### config.mk
export PLATFORM = sky130hd
export DESIGN_NAME = bitonic_key_payload_sorter
export DESIGN_NICKNAME = d
export VERILOG_FILES = /design/src/design/bkps_pkg.sv /design/src/design/bkps_ctrl.sv /design/src/design/bkps_datapath.sv /design/src/design/bitonic_key_payload_sorter.sv
export SDC_FILE = /design/constraint.sdc
export NUM_CORES = 2
export LEC_CHECK = 0
export ABC_AREA = 1
export CELL_PAD_IN_SITES_DETAIL_PLACEMENT = 1
export CELL_PAD_IN_SITES_GLOBAL_PLACEMENT = 1
export CORE_MARGIN = 5
export CORE_UTILIZATION = 52
export CTS_CLUSTER_SIZE = 25
export DETAILED_ROUTE_END_ITERATION = 10
export DONT_BUFFER_PORTS = 1
export PLACE_DENSITY = 0.8
export SLEW_MARGIN = 40
export SYNTH_ARGS = -nofsm -noshare
export SYNTH_HDL_FRONTEND = slang
export SYNTH_HIERARCHICAL = 1
export SYNTH_SLANG_ARGS = --single-unit
### constraint.sdc
create_clock -name clock -period 8.5 [get_ports clock]
set_input_delay 1.7 -clock clock [delete_from_list [all_inputs] [get_ports clock]]
set_output_delay 1.7 -clock clock [all_outputs]
set_load 0.1 [all_outputs]
### src/design/bkps_pkg.sv
// Shared types, sizes and helper functions for the bitonic key/payload sorter.
// No dependencies; imported by every design module.
package bkps_pkg;

   // Block size; the comparator schedule and bank split assume a power of two.
   localparam int ITEMS      = 32;
   localparam int HALF       = ITEMS / 2;
   localparam int IDX_W      = (ITEMS > 1) ? $clog2(ITEMS) : 1;
   localparam int CNT_W      = $clog2(ITEMS + 1);
   localparam int BANK_DEPTH = HALF;
   localparam int BADDR_W    = (BANK_DEPTH > 1) ? $clog2(BANK_DEPTH) : 1;
   localparam int KEY_W      = 32;
   localparam int PAY_W      = 32;

   typedef struct packed {
      logic [KEY_W-1:0] key;
      logic [PAY_W-1:0] payload;
   } bkps_rec_type;

   // Command from the controller to the datapath, valid for one cycle.
   typedef struct packed {
      logic             wr_load;  // write the incoming record at idx_a
      logic             cmp_rd;   // read pair idx_a / idx_b for a compare-exchange
      logic             emit_rd;  // read record idx_a for output
      logic [IDX_W-1:0] idx_a;
      logic [IDX_W-1:0] idx_b;
      logic             asc;
      logic             last;
   } bkps_cmd_type;

   // Bank select: indices one bit apart always land in opposite banks.
   function automatic logic idx_bank(input logic [IDX_W-1:0] idx);
      return ^idx;
   endfunction

   function automatic logic [BADDR_W-1:0] idx_addr(input logic [IDX_W-1:0] idx);
      return BADDR_W'(idx >> 1);
   endfunction

endpackage

### src/design/bkps_ctrl.sv
// Sequencer for the bitonic sorter: load, comparator schedule, emit.
// Depends on bkps_pkg; drives the datapath through bkps_cmd_type.
module bkps_ctrl
   import bkps_pkg::*;
(
   input  logic         clock,
   input  logic         reset,
   input  logic         req_valid,
   output logic         req_ready,
   input  logic         rsp_ready,
   input  logic         out_valid,
   output bkps_cmd_type cmd
);

   localparam logic [1:0] ST_LOAD = 2'd0;
   localparam logic [1:0] ST_SORT = 2'd1;
   localparam logic [1:0] ST_GAP  = 2'd2;
   localparam logic [1:0] ST_EMIT = 2'd3;

   logic [1:0]       state_ff, state_in;
   logic [CNT_W-1:0] load_cnt_ff, load_cnt_in;
   logic [CNT_W-1:0] size_ff, size_in;
   logic [CNT_W-1:0] dist_ff, dist_in;
   logic [CNT_W-1:0] left_ff, left_in;
   logic [CNT_W-1:0] j_ff, j_in;
   logic [IDX_W-1:0] i_ff, i_in;
   logic             final_ff, final_in;
   logic [IDX_W-1:0] emit_cnt_ff, emit_cnt_in;
   logic             emit_pend_ff, emit_pend_in;
   logic [CNT_W-1:0] right;
   logic [CNT_W-1:0] size_dbl;
   logic             issue;

   assign right    = left_ff + dist_ff;
   assign size_dbl = size_ff << 1;
   assign issue    = !emit_pend_ff && (!out_valid || rsp_ready);

   always_comb begin
      state_in     = state_ff;
      load_cnt_in  = load_cnt_ff;
      size_in      = size_ff;
      dist_in      = dist_ff;
      left_in      = left_ff;
      j_in         = j_ff;
      i_in         = i_ff;
      final_in     = final_ff;
      emit_cnt_in  = emit_cnt_ff;
      emit_pend_in = 1'b0;
      req_ready    = 1'b0;
      cmd          = '0;

      unique case (state_ff)
         ST_LOAD: begin
            req_ready = 1'b1;
            cmd.idx_a = load_cnt_ff[IDX_W-1:0];
            if (req_valid) begin
               cmd.wr_load = 1'b1;
               if (load_cnt_ff == CNT_W'(ITEMS - 1)) begin
                  load_cnt_in = '0;
                  state_in    = ST_SORT;
                  i_in        = '0;
                  j_in        = '0;
                  left_in     = '0;
                  size_in     = CNT_W'(2);
                  if (ITEMS > 2) begin
                     dist_in  = CNT_W'(1);
                     final_in = 1'b0;
                  end else begin
                     dist_in  = CNT_W'(ITEMS >> 1);
                     final_in = 1'b1;
                  end
               end else begin
                  load_cnt_in = load_cnt_ff + CNT_W'(1);
               end
            end
         end
         ST_SORT: begin
            cmd.cmp_rd = (right < CNT_W'(ITEMS));
            cmd.idx_a  = left_ff[IDX_W-1:0];
            cmd.idx_b  = right[IDX_W-1:0];
            cmd.asc    = final_ff || ((left_ff & size_ff) == '0);
            if (i_ff == IDX_W'(HALF - 1)) begin
               state_in = ST_GAP;
            end else begin
               i_in = i_ff + IDX_W'(1);
               if (j_ff + CNT_W'(1) == dist_ff) begin
                  j_in    = '0;
                  left_in = left_ff + dist_ff + CNT_W'(1);
               end else begin
                  j_in    = j_ff + CNT_W'(1);
                  left_in = left_ff + CNT_W'(1);
               end
            end
         end
         ST_GAP: begin
            // last write-back of the stage lands here
            i_in     = '0;
            j_in     = '0;
            left_in  = '0;
            state_in = ST_SORT;
            if (dist_ff > CNT_W'(1)) begin
               dist_in = dist_ff >> 1;
            end else if (final_ff) begin
               state_in    = ST_EMIT;
               emit_cnt_in = '0;
            end else if (size_dbl < CNT_W'(ITEMS)) begin
               size_in = size_dbl;
               dist_in = size_ff;
            end else begin
               final_in = 1'b1;
               dist_in  = CNT_W'(ITEMS >> 1);
            end
         end
         ST_EMIT: begin
            cmd.idx_a = emit_cnt_ff;
            cmd.last  = (emit_cnt_ff == IDX_W'(ITEMS - 1));
            if (issue) begin
               cmd.emit_rd  = 1'b1;
               emit_pend_in = 1'b1;
               if (emit_cnt_ff == IDX_W'(ITEMS - 1)) begin
                  state_in = ST_LOAD;
               end else begin
                  emit_cnt_in = emit_cnt_ff + IDX_W'(1);
               end
            end
         end
         default: begin
            state_in = ST_LOAD;
         end
      endcase
   end

   always_ff @(posedge clock) begin
      if (reset) begin
         state_ff     <= ST_LOAD;
         load_cnt_ff  <= '0;
         size_ff      <= '0;
         dist_ff      <= '0;
         left_ff      <= '0;
         j_ff         <= '0;
         i_ff         <= '0;
         final_ff     <= 1'b0;
         emit_cnt_ff  <= '0;
         emit_pend_ff <= 1'b0;
      end else begin
         state_ff     <= state_in;
         load_cnt_ff  <= load_cnt_in;
         size_ff      <= size_in;
         dist_ff      <= dist_in;
         left_ff      <= left_in;
         j_ff         <= j_in;
         i_ff         <= i_in;
         final_ff     <= final_in;
         emit_cnt_ff  <= emit_cnt_in;
         emit_pend_ff <= emit_pend_in;
      end
   end

endmodule

### src/design/bkps_datapath.sv
// Record banks, compare-exchange unit and output register of the sorter.
// Depends on bkps_pkg; follows commands from bkps_ctrl.
module bkps_datapath
   import bkps_pkg::*;
(
   input  logic             clock,
   input  logic             reset,
   input  bkps_cmd_type     cmd,
   input  logic [KEY_W-1:0] req_key,
   input  logic [PAY_W-1:0] req_payload,
   input  logic             rsp_ready,
   output logic             rsp_valid,
   output logic [KEY_W-1:0] rsp_key_res,
   output logic [PAY_W-1:0] rsp_payload_res,
   output logic             rsp_last
);

   bkps_rec_type bank0_mem [BANK_DEPTH];
   bkps_rec_type bank1_mem [BANK_DEPTH];

   bkps_rec_type     rd0_ff, rd1_ff;
   logic             cmp_pend_ff, emit_pend_ff;
   logic             a_bank_ff;
   logic [IDX_W-1:0] idx_a_ff, idx_b_ff;
   logic             asc_ff, last_ff;

   logic             a_bank;
   logic [BADDR_W-1:0] rd_addr0, rd_addr1;
   bkps_rec_type     rec_l, rec_r, new_l, new_r, in_rec;
   logic             swap;
   logic             wr0, wr1;
   logic [BADDR_W-1:0] wr_addr0, wr_addr1;
   bkps_rec_type     wr_data0, wr_data1;

   bkps_rec_type     out_ff, out_in;
   logic             out_valid_ff, out_valid_in;
   logic             out_last_ff, out_last_in;

   assign a_bank         = idx_bank(cmd.idx_a);
   assign in_rec.key     = req_key;
   assign in_rec.payload = req_payload;

   always_comb begin
      if (cmd.emit_rd || !a_bank) begin
         rd_addr0 = idx_addr(cmd.idx_a);
      end else begin
         rd_addr0 = idx_addr(cmd.idx_b);
      end
      if (cmd.emit_rd || a_bank) begin
         rd_addr1 = idx_addr(cmd.idx_a);
      end else begin
         rd_addr1 = idx_addr(cmd.idx_b);
      end
   end

   // compare-exchange on the registered pair
   always_comb begin
      rec_l = a_bank_ff ? rd1_ff : rd0_ff;
      rec_r = a_bank_ff ? rd0_ff : rd1_ff;
      swap  = asc_ff ? (rec_l.key > rec_r.key) : (rec_l.key < rec_r.key);
      new_l = swap ? rec_r : rec_l;
      new_r = swap ? rec_l : rec_r;
   end

   always_comb begin
      wr0      = 1'b0;
      wr1      = 1'b0;
      wr_addr0 = idx_addr(cmd.idx_a);
      wr_addr1 = idx_addr(cmd.idx_a);
      wr_data0 = in_rec;
      wr_data1 = in_rec;
      if (cmd.wr_load) begin
         wr0 = !a_bank;
         wr1 = a_bank;
      end else if (cmp_pend_ff && swap) begin
         wr0      = 1'b1;
         wr1      = 1'b1;
         wr_addr0 = a_bank_ff ? idx_addr(idx_b_ff) : idx_addr(idx_a_ff);
         wr_addr1 = a_bank_ff ? idx_addr(idx_a_ff) : idx_addr(idx_b_ff);
         wr_data0 = a_bank_ff ? new_r : new_l;
         wr_data1 = a_bank_ff ? new_l : new_r;
      end
   end

   always_ff @(posedge clock) begin
      if (wr0) begin
         bank0_mem[wr_addr0] <= wr_data0;
      end
      if (wr1) begin
         bank1_mem[wr_addr1] <= wr_data1;
      end
      rd0_ff <= bank0_mem[rd_addr0];
      rd1_ff <= bank1_mem[rd_addr1];
   end

   always_ff @(posedge clock) begin
      a_bank_ff <= a_bank;
      idx_a_ff  <= cmd.idx_a;
      idx_b_ff  <= cmd.idx_b;
      asc_ff    <= cmd.asc;
      last_ff   <= cmd.last;
   end

   always_comb begin
      out_in       = out_ff;
      out_last_in  = out_last_ff;
      out_valid_in = out_valid_ff && !rsp_ready;
      if (emit_pend_ff) begin
         out_in       = a_bank_ff ? rd1_ff : rd0_ff;
         out_last_in  = last_ff;
         out_valid_in = 1'b1;
      end
   end

   always_ff @(posedge clock) begin
      out_ff      <= out_in;
      out_last_ff <= out_last_in;
      if (reset) begin
         cmp_pend_ff  <= 1'b0;
         emit_pend_ff <= 1'b0;
         out_valid_ff <= 1'b0;
      end else begin
         cmp_pend_ff  <= cmd.cmp_rd;
         emit_pend_ff <= cmd.emit_rd;
         out_valid_ff <= out_valid_in;
      end
   end

   assign rsp_valid       = out_valid_ff;
   assign rsp_key_res     = out_ff.key;
   assign rsp_payload_res = out_ff.payload;
   assign rsp_last        = out_last_ff;

endmodule

### src/design/bitonic_key_payload_sorter.sv
// Top level of the bitonic key/payload sorter: controller plus datapath.
// Depends on bkps_pkg, bkps_ctrl and bkps_datapath.
//
// Sorts blocks of ITEMS (32) records, each a 32-bit key with a 32-bit payload,
// ascending by key with the iterative bitonic network; records with equal keys
// swap only when strictly out of order, so ties land where the network puts
// them. Feed exactly ITEMS records on req_*, one transfer per cycle; the block
// then sorts and returns the ITEMS records on rsp_*, rsp_last marking the final
// one. Records live in two banks split by index parity, each with one read and
// one write per cycle, so each compare-exchange reads one record from each bank
// and writes the swapped pair back in the next cycle, one comparator per cycle.
// A block is loaded first, then runs L(L+1)/2 network stages (L = log2 ITEMS),
// each of ITEMS/2 compare-exchanges followed by a gap state that drains the
// write-back; then the records are read out one at a time, a new output read
// issued only when none is in flight and the output register is free or the
// sink is taking it. Loading of the next block opens as soon as the last
// output read is issued, while the last record may still wait in the output
// register.
module bitonic_key_payload_sorter
   import bkps_pkg::*;
(
   input  logic             clock,
   input  logic             reset,
   input  logic             req_valid,
   output logic             req_ready,
   input  logic [KEY_W-1:0] req_key,
   input  logic [PAY_W-1:0] req_payload,
   output logic             rsp_valid,
   input  logic             rsp_ready,
   output logic [KEY_W-1:0] rsp_key_res,
   output logic [PAY_W-1:0] rsp_payload_res,
   output logic             rsp_last
);

   bkps_cmd_type cmd;

   // sequence load, network stages and output reads
   bkps_ctrl u_ctrl (
      .clock     (clock),
      .reset     (reset),
      .req_valid (req_valid),
      .req_ready (req_ready),
      .rsp_ready (rsp_ready),
      .out_valid (rsp_valid),
      .cmd       (cmd)
   );

   // hold records, run compare-exchanges, hold the outgoing transfer
   bkps_datapath u_datapath (
      .clock           (clock),
      .reset           (reset),
      .cmd             (cmd),
      .req_key         (req_key),
      .req_payload     (req_payload),
      .rsp_ready       (rsp_ready),
      .rsp_valid       (rsp_valid),
      .rsp_key_res     (rsp_key_res),
      .rsp_payload_res (rsp_payload_res),
      .rsp_last        (rsp_last)
   );

`ifndef SYNTHESIS
   // no input transfer while the network runs
   a_no_load_in_sort: assert property (@(posedge clock) disable iff (reset)
      cmd.cmp_rd |-> !req_ready)
      else $error("input accepted during sort");

   // an output read never overwrites a record still waiting
   a_emit_free: assert property (@(posedge clock) disable iff (reset)
      cmd.emit_rd |-> (!rsp_valid || rsp_ready))
      else $error("output register overrun");

   // one output read in flight at a time
   a_emit_spaced: assert property (@(posedge clock) disable iff (reset)
      cmd.emit_rd |=> !cmd.emit_rd)
      else $error("back-to-back output reads");
`endif

endmodule

After elaboration in Yosys (flattened, before gate mapping)
Memory sizes are Yosys's and may differ from the RTL's. A register that Yosys moved wholly into a read port is not among the register bits.
Cells that the tools add are included.
{"block": "totals", "ram_bits": 2048, "reg_bits": 123, "mem_count": 2, "input_bits": 68}
{"name": "u_datapath.bank0_mem", "words": 16, "word_bits": 64, "rd": 1, "rd_clocked_by_memory_dff": 1, "write_ports": 1, "line_no": "bkps_datapath.sv:18", "text": "bkps_rec_type bank0_mem [BANK_DEPTH];"}
{"name": "u_datapath.bank1_mem", "words": 16, "word_bits": 64, "rd": 1, "rd_clocked_by_memory_dff": 1, "write_ports": 1, "line_no": "bkps_datapath.sv:19", "text": "bkps_rec_type bank1_mem [BANK_DEPTH];"}
{"block": "op_classes", "order_cmp": 5, "eq_ne": 19, "n_reduce_logical": 25, "bitwise": 2, "muxes": 78, "n_addsub": 7}
{"op": "two-way mux 64 bit", "count": 10}
{"op": "two-way mux 6 bit", "count": 18}
{"op": "one-hot mux 6 bit (3 select lines)", "count": 2}
{"op": "two-way mux 5 bit", "count": 7}
{"op": "greater-than comparator 32 bit", "count": 1}
{"op": "< comparator 32 bit", "count": 1}
{"op": "two-way mux 4 bit", "count": 8}
{"op": "one-hot mux 5 bit (3 select lines)", "count": 2}
{"op": "adder 6 x 1 -> 6 bit, second input constant", "count": 4}
{"op": "one-hot mux 6 bit (2 select lines)", "count": 2}
{"op": "two-way mux 1 bit", "count": 19}
{"op": "two-way mux 2 bit", "count": 7}
{"op": "< comparator 6 bit, second input constant", "count": 2}
{"op": "inequality test 2 x 1 -> 1 bit, second input constant", "count": 6}
{"op": "AND reduction 4 bit", "count": 3}
{"op": "adder 5 x 1 -> 5 bit, second input constant", "count": 2}
{"op": "inequality test 2 bit, second input constant", "count": 5}
{"op": "one-hot mux 5 bit (2 select lines)", "count": 1}
{"op": "AND reduction 5 bit", "count": 2}
{"op": "one-hot mux 2 bit (4 select lines)", "count": 1}
{"op": "adder 6 bit", "count": 1}
{"op": "AND 6 bit", "count": 1}
{"op": "== test 6 x 5 -> 1 bit, second input constant", "count": 1}
{"op": "== test 6 bit", "count": 1}
{"op": "other kinds (19)", "count": 29}

Depth between registers and ports, before layout
{"block": "logic_depth", "word_depth": 8, "mapped_depth": 28}

Hierarchy
The synthesis kept the hierarchy.
{"module": "bkps_datapath", "seq_area_each_um2": 66293.6, "instances": 1, "cells_per_inst": 7930, "area_per_inst_um2": 93617.3}
{"module": "bkps_ctrl", "seq_area_each_um2": 860.8, "instances": 1, "cells_per_inst": 414, "area_per_inst_um2": 2842.7}

Least setup slack after synthesis
Ideal clock, no wire load.
{"block": "synth_timing", "path_kind": "register to register", "start": "register u_datapath.a_bank_ff", "end": "memory u_datapath/bank1_mem[14][0] (netlist name), enable pin", "path_buffers": 6, "required_ns": 8.014, "stages_incl_launch_ff": 23, "t_arrival_ns": 6.113, "slack_ns": 1.901, "setup_time_ns": 0.486, "cell_sequence": "dfxtp_1 clkbuf_1 clkbuf_1 clkbuf_1 buf_1 clkbuf_1 o21ai_0 ha_1 nand2_1 nor2_1 nand2_1 nor2_1 nand4_1 nand2_1 inv_1 nand2_1 nand2_1 nand2_1 buf_2 nand2_1 nand2_1 nand3_1 nor2_1"}
{"item": "from (decl)", "line_no": "bkps_datapath.sv:23", "text": "logic a_bank_ff;"}
{"item": "from (signal assigned)", "line_no": "bkps_datapath.sv:97", "text": "a_bank_ff <= a_bank;"}
{"item": "to (decl)", "line_no": "bkps_datapath.sv:19"}

==> results.sh <==
export IMPL_min_to="u_datapath/rsp_last"
export IMPL_leakage_nw=39.2
export IMPL_hold_path_class="reg2reg"
export IMPL_fmax_ghz=0.161
export IMPL_first_global_vias=70300
export IMPL_r2r_worst_path_cells=18
export IMPL_syn_area_um2=96500
export IMPL_clock_sinks=2298
export IMPL_postLayoutCoreUtil_pct=58.7
export IMPL_hold_violations=0
export IMPL_tightest_slew_ns=0.943
export IMPL_cp_required_ns=8.98
export IMPL_ir_drop_uv=241
export IMPL_via_count=67400
export IMPL_ant_nets=0
export IMPL_fin_hold_ws_ns=0.431
export IMPL_seq_area_um2=67200
export IMPL_hold_buffers=0
export IMPL_fillCellCount=18600
export IMPL_cts_tree="done"
export IMPL_clk_latency_ns=0.87
export IMPL_gp_congestion=0.911
export IMPL_cp_max_fo=71
export IMPL_worstSetupEndpointType="flop"
export IMPL_multiInputGateArea_um2=23100
export IMPL_clock_skew_ns=0.0396
export IMPL_critPathKind="reg2reg"
export IMPL_layout_drive_gt1_share_pct=7.97
export IMPL_grt_first_pass_wirelength_um=449000
export IMPL_power_density_nw_per_um2=262
export IMPL_dieArea_um2=194000
export IMPL_cts_buffers=230
export IMPL_wirelength_um=307000
export IMPL_cts_setup_buffers=0
export IMPL_drtIter0Drc=7642
export IMPL_clkTransAtPathRegs_ns=0.07
export IMPL_relSlewSlack_pct=36.7
export IMPL_viasPerCell=6.14
export IMPL_min_period_over_period_pct=73.2
export IMPL_ys_warnings_count=6
export IMPL_cts_htree_levels=4
export IMPL_startpoint="u_datapath/a_bank_ff"
export IMPL_start_util_pct=52.1
export IMPL_antenna_found_initial=47
export IMPL_reg2reg_from="u_datapath/a_bank_ff"
export IMPL_holdCritStartpoint="u_datapath/last_ff"
export IMPL_grt_max_degree=176
export IMPL_post_route_min_period_ns=6.22
export IMPL_crit_arrival_ns=6.71
export IMPL_start_kind="flop"
export IMPL_die_h_um=441
export IMPL_track_usage_pct=30.9
export IMPL_min_path_cells=0
export IMPL_synth_area_per_cell_um2=11.6
export IMPL_syn_to_final_growth_pct=12.6
export IMPL_core_region_area_um2=185000
export IMPL_syn_inst=8342
export IMPL_timing_rr_end="u_datapath/bank0_mem[9][50]"
export IMPL_overflow=0
export IMPL_firstDrtPassIters=6
export IMPL_nets=8368
export IMPL_drc_errors=0
export IMPL_row_count=158
export IMPL_hpwl_um=179000
export IMPL_port_buffers=0
export IMPL_fin_setup_tns_ns=0
export IMPL_die_w_um=441
export IMPL_setup_violations=0
export IMPL_cts_resized=0
export IMPL_status="finished clean"
export IMPL_ios=135
export IMPL_grt_setup_unrepaired="no"
export IMPL_wl_per_cell_um=28.0
export IMPL_drv_slew=0
export IMPL_clock_path_buffers=3
export IMPL_synth_nets=8455
export IMPL_r2r_slack_ns=2.28
export IMPL_cap_violations=0
export IMPL_cts_root_buf="clkbuf_16"
[final cells by class]
| type | instances | share of cell area (%) |
|---|---|---|
| diodes | 34 | 0.0784 |
| clock inverters | 113 | 1.18 |
| flip-flops and latches | 2298 | 61.9 |
| well taps | 2480 | 2.86 |
| inverters | 1085 | 3.79 |
| multi-input cells | 4447 | 21.3 |
| repair buffers | 193 | 2.95 |
| clock buffers | 323 | 5.98 |
[through the flow]
step	instances	total power [mW]	setup slack [ns]	area, µm²
2_1_floorplan	8342	16.3	1.90	96500
3_3_place_gp	10400	17.6	2.44	98500
3_5_place_dp	10500	17.9	2.54	100000
4_1_cts	10900	28.4	2.42	108000
5_1_grt	11000	29.5	2.08	109000
6_report	11000	28.5	2.28	109000
[layout by cell type (no fill, tap or decap), drive strengths merged, types with 2 or more instances in the layout]
master,instances
a211oi,6
a21oi,50
a31oi,3
buf,187
bufinv,26
clkbuf,329
clkinv,77
clkinvlp,7
dfxtp,185
diode,34
edfxtp,2113
ha,44
inv,1088
nand2,2109
nand3,874
nand4,9
nor2,99
nor3,10
nor3b,3
nor4,2
o211ai,956
o21ai,227
o21bai,36
o221ai,4
or2,2
xnor2,3
xor2,4
[sequential cells by signal, indices dropped and copies added (netlist names), 32 cells and up]
register / count
u_datapath/rsp_payload_res: 32
u_datapath/rsp_key_res: 32
u_datapath/rd0_ff: 64
u_datapath/rd1_ff: 64
u_datapath/bank0_mem: 1024
u_datapath/bank1_mem: 1024
[layer usage]
metal / vias up / global-route usage [%] / part of all wire, %
li1: 29100 / - / -
met1: 34200 / 39.7 / 37
met2: 3362 / 51.4 / 49
met3: 784 / 4.60 / 8.5
met4: 4 / 15.6 / 5.2
met5: - / 0 / 0.011
[worst max-delay path, cell delays in order (launching register included)]
cell and delay, ns:
dfxtp_4 0.41, buf_12 0.26, buf_12 0.25, nand2_1 0.10
o21ai_0 0.16, ha_1 0.32, a21oi_1 0.20, o21ai_0 0.17
nand2_1 0.09, nand2_1 0.05, a21oi_1 0.19, nand3_1 0.16
nand2_4 0.32, buf_4 0.67, nand3_1 0.14, nand2_1 0.29
nand3_1 0.34, nor2_4 0.77, buf_4 0.77
[report_power, final]
| group | switching [mW] | total [mW] | internal (mW) |
|---|---|---|---|
| registers | 0.294 | 13.2 | 12.9 |
| logic | 3.66 | 4.83 | 1.17 |
| clock network | 4.37 | 10.5 | 6.10 |
| total | 8.33 | 28.5 | 20.1 |
[how the worst max path moves through the flow]
stage               cells after the start                            to
floorplan                              22   u_datapath/bank1_mem[14][0]
global placement                       17   u_datapath/bank0_mem[9][61]
detailed placement                     17  u_datapath/bank0_mem[14][57]
CTS                                    18  u_datapath/bank0_mem[14][28]
global route                           19  u_datapath/bank0_mem[10][56]
finish                                 18   u_datapath/bank0_mem[9][50]
(Power assumes the default switching activity.)
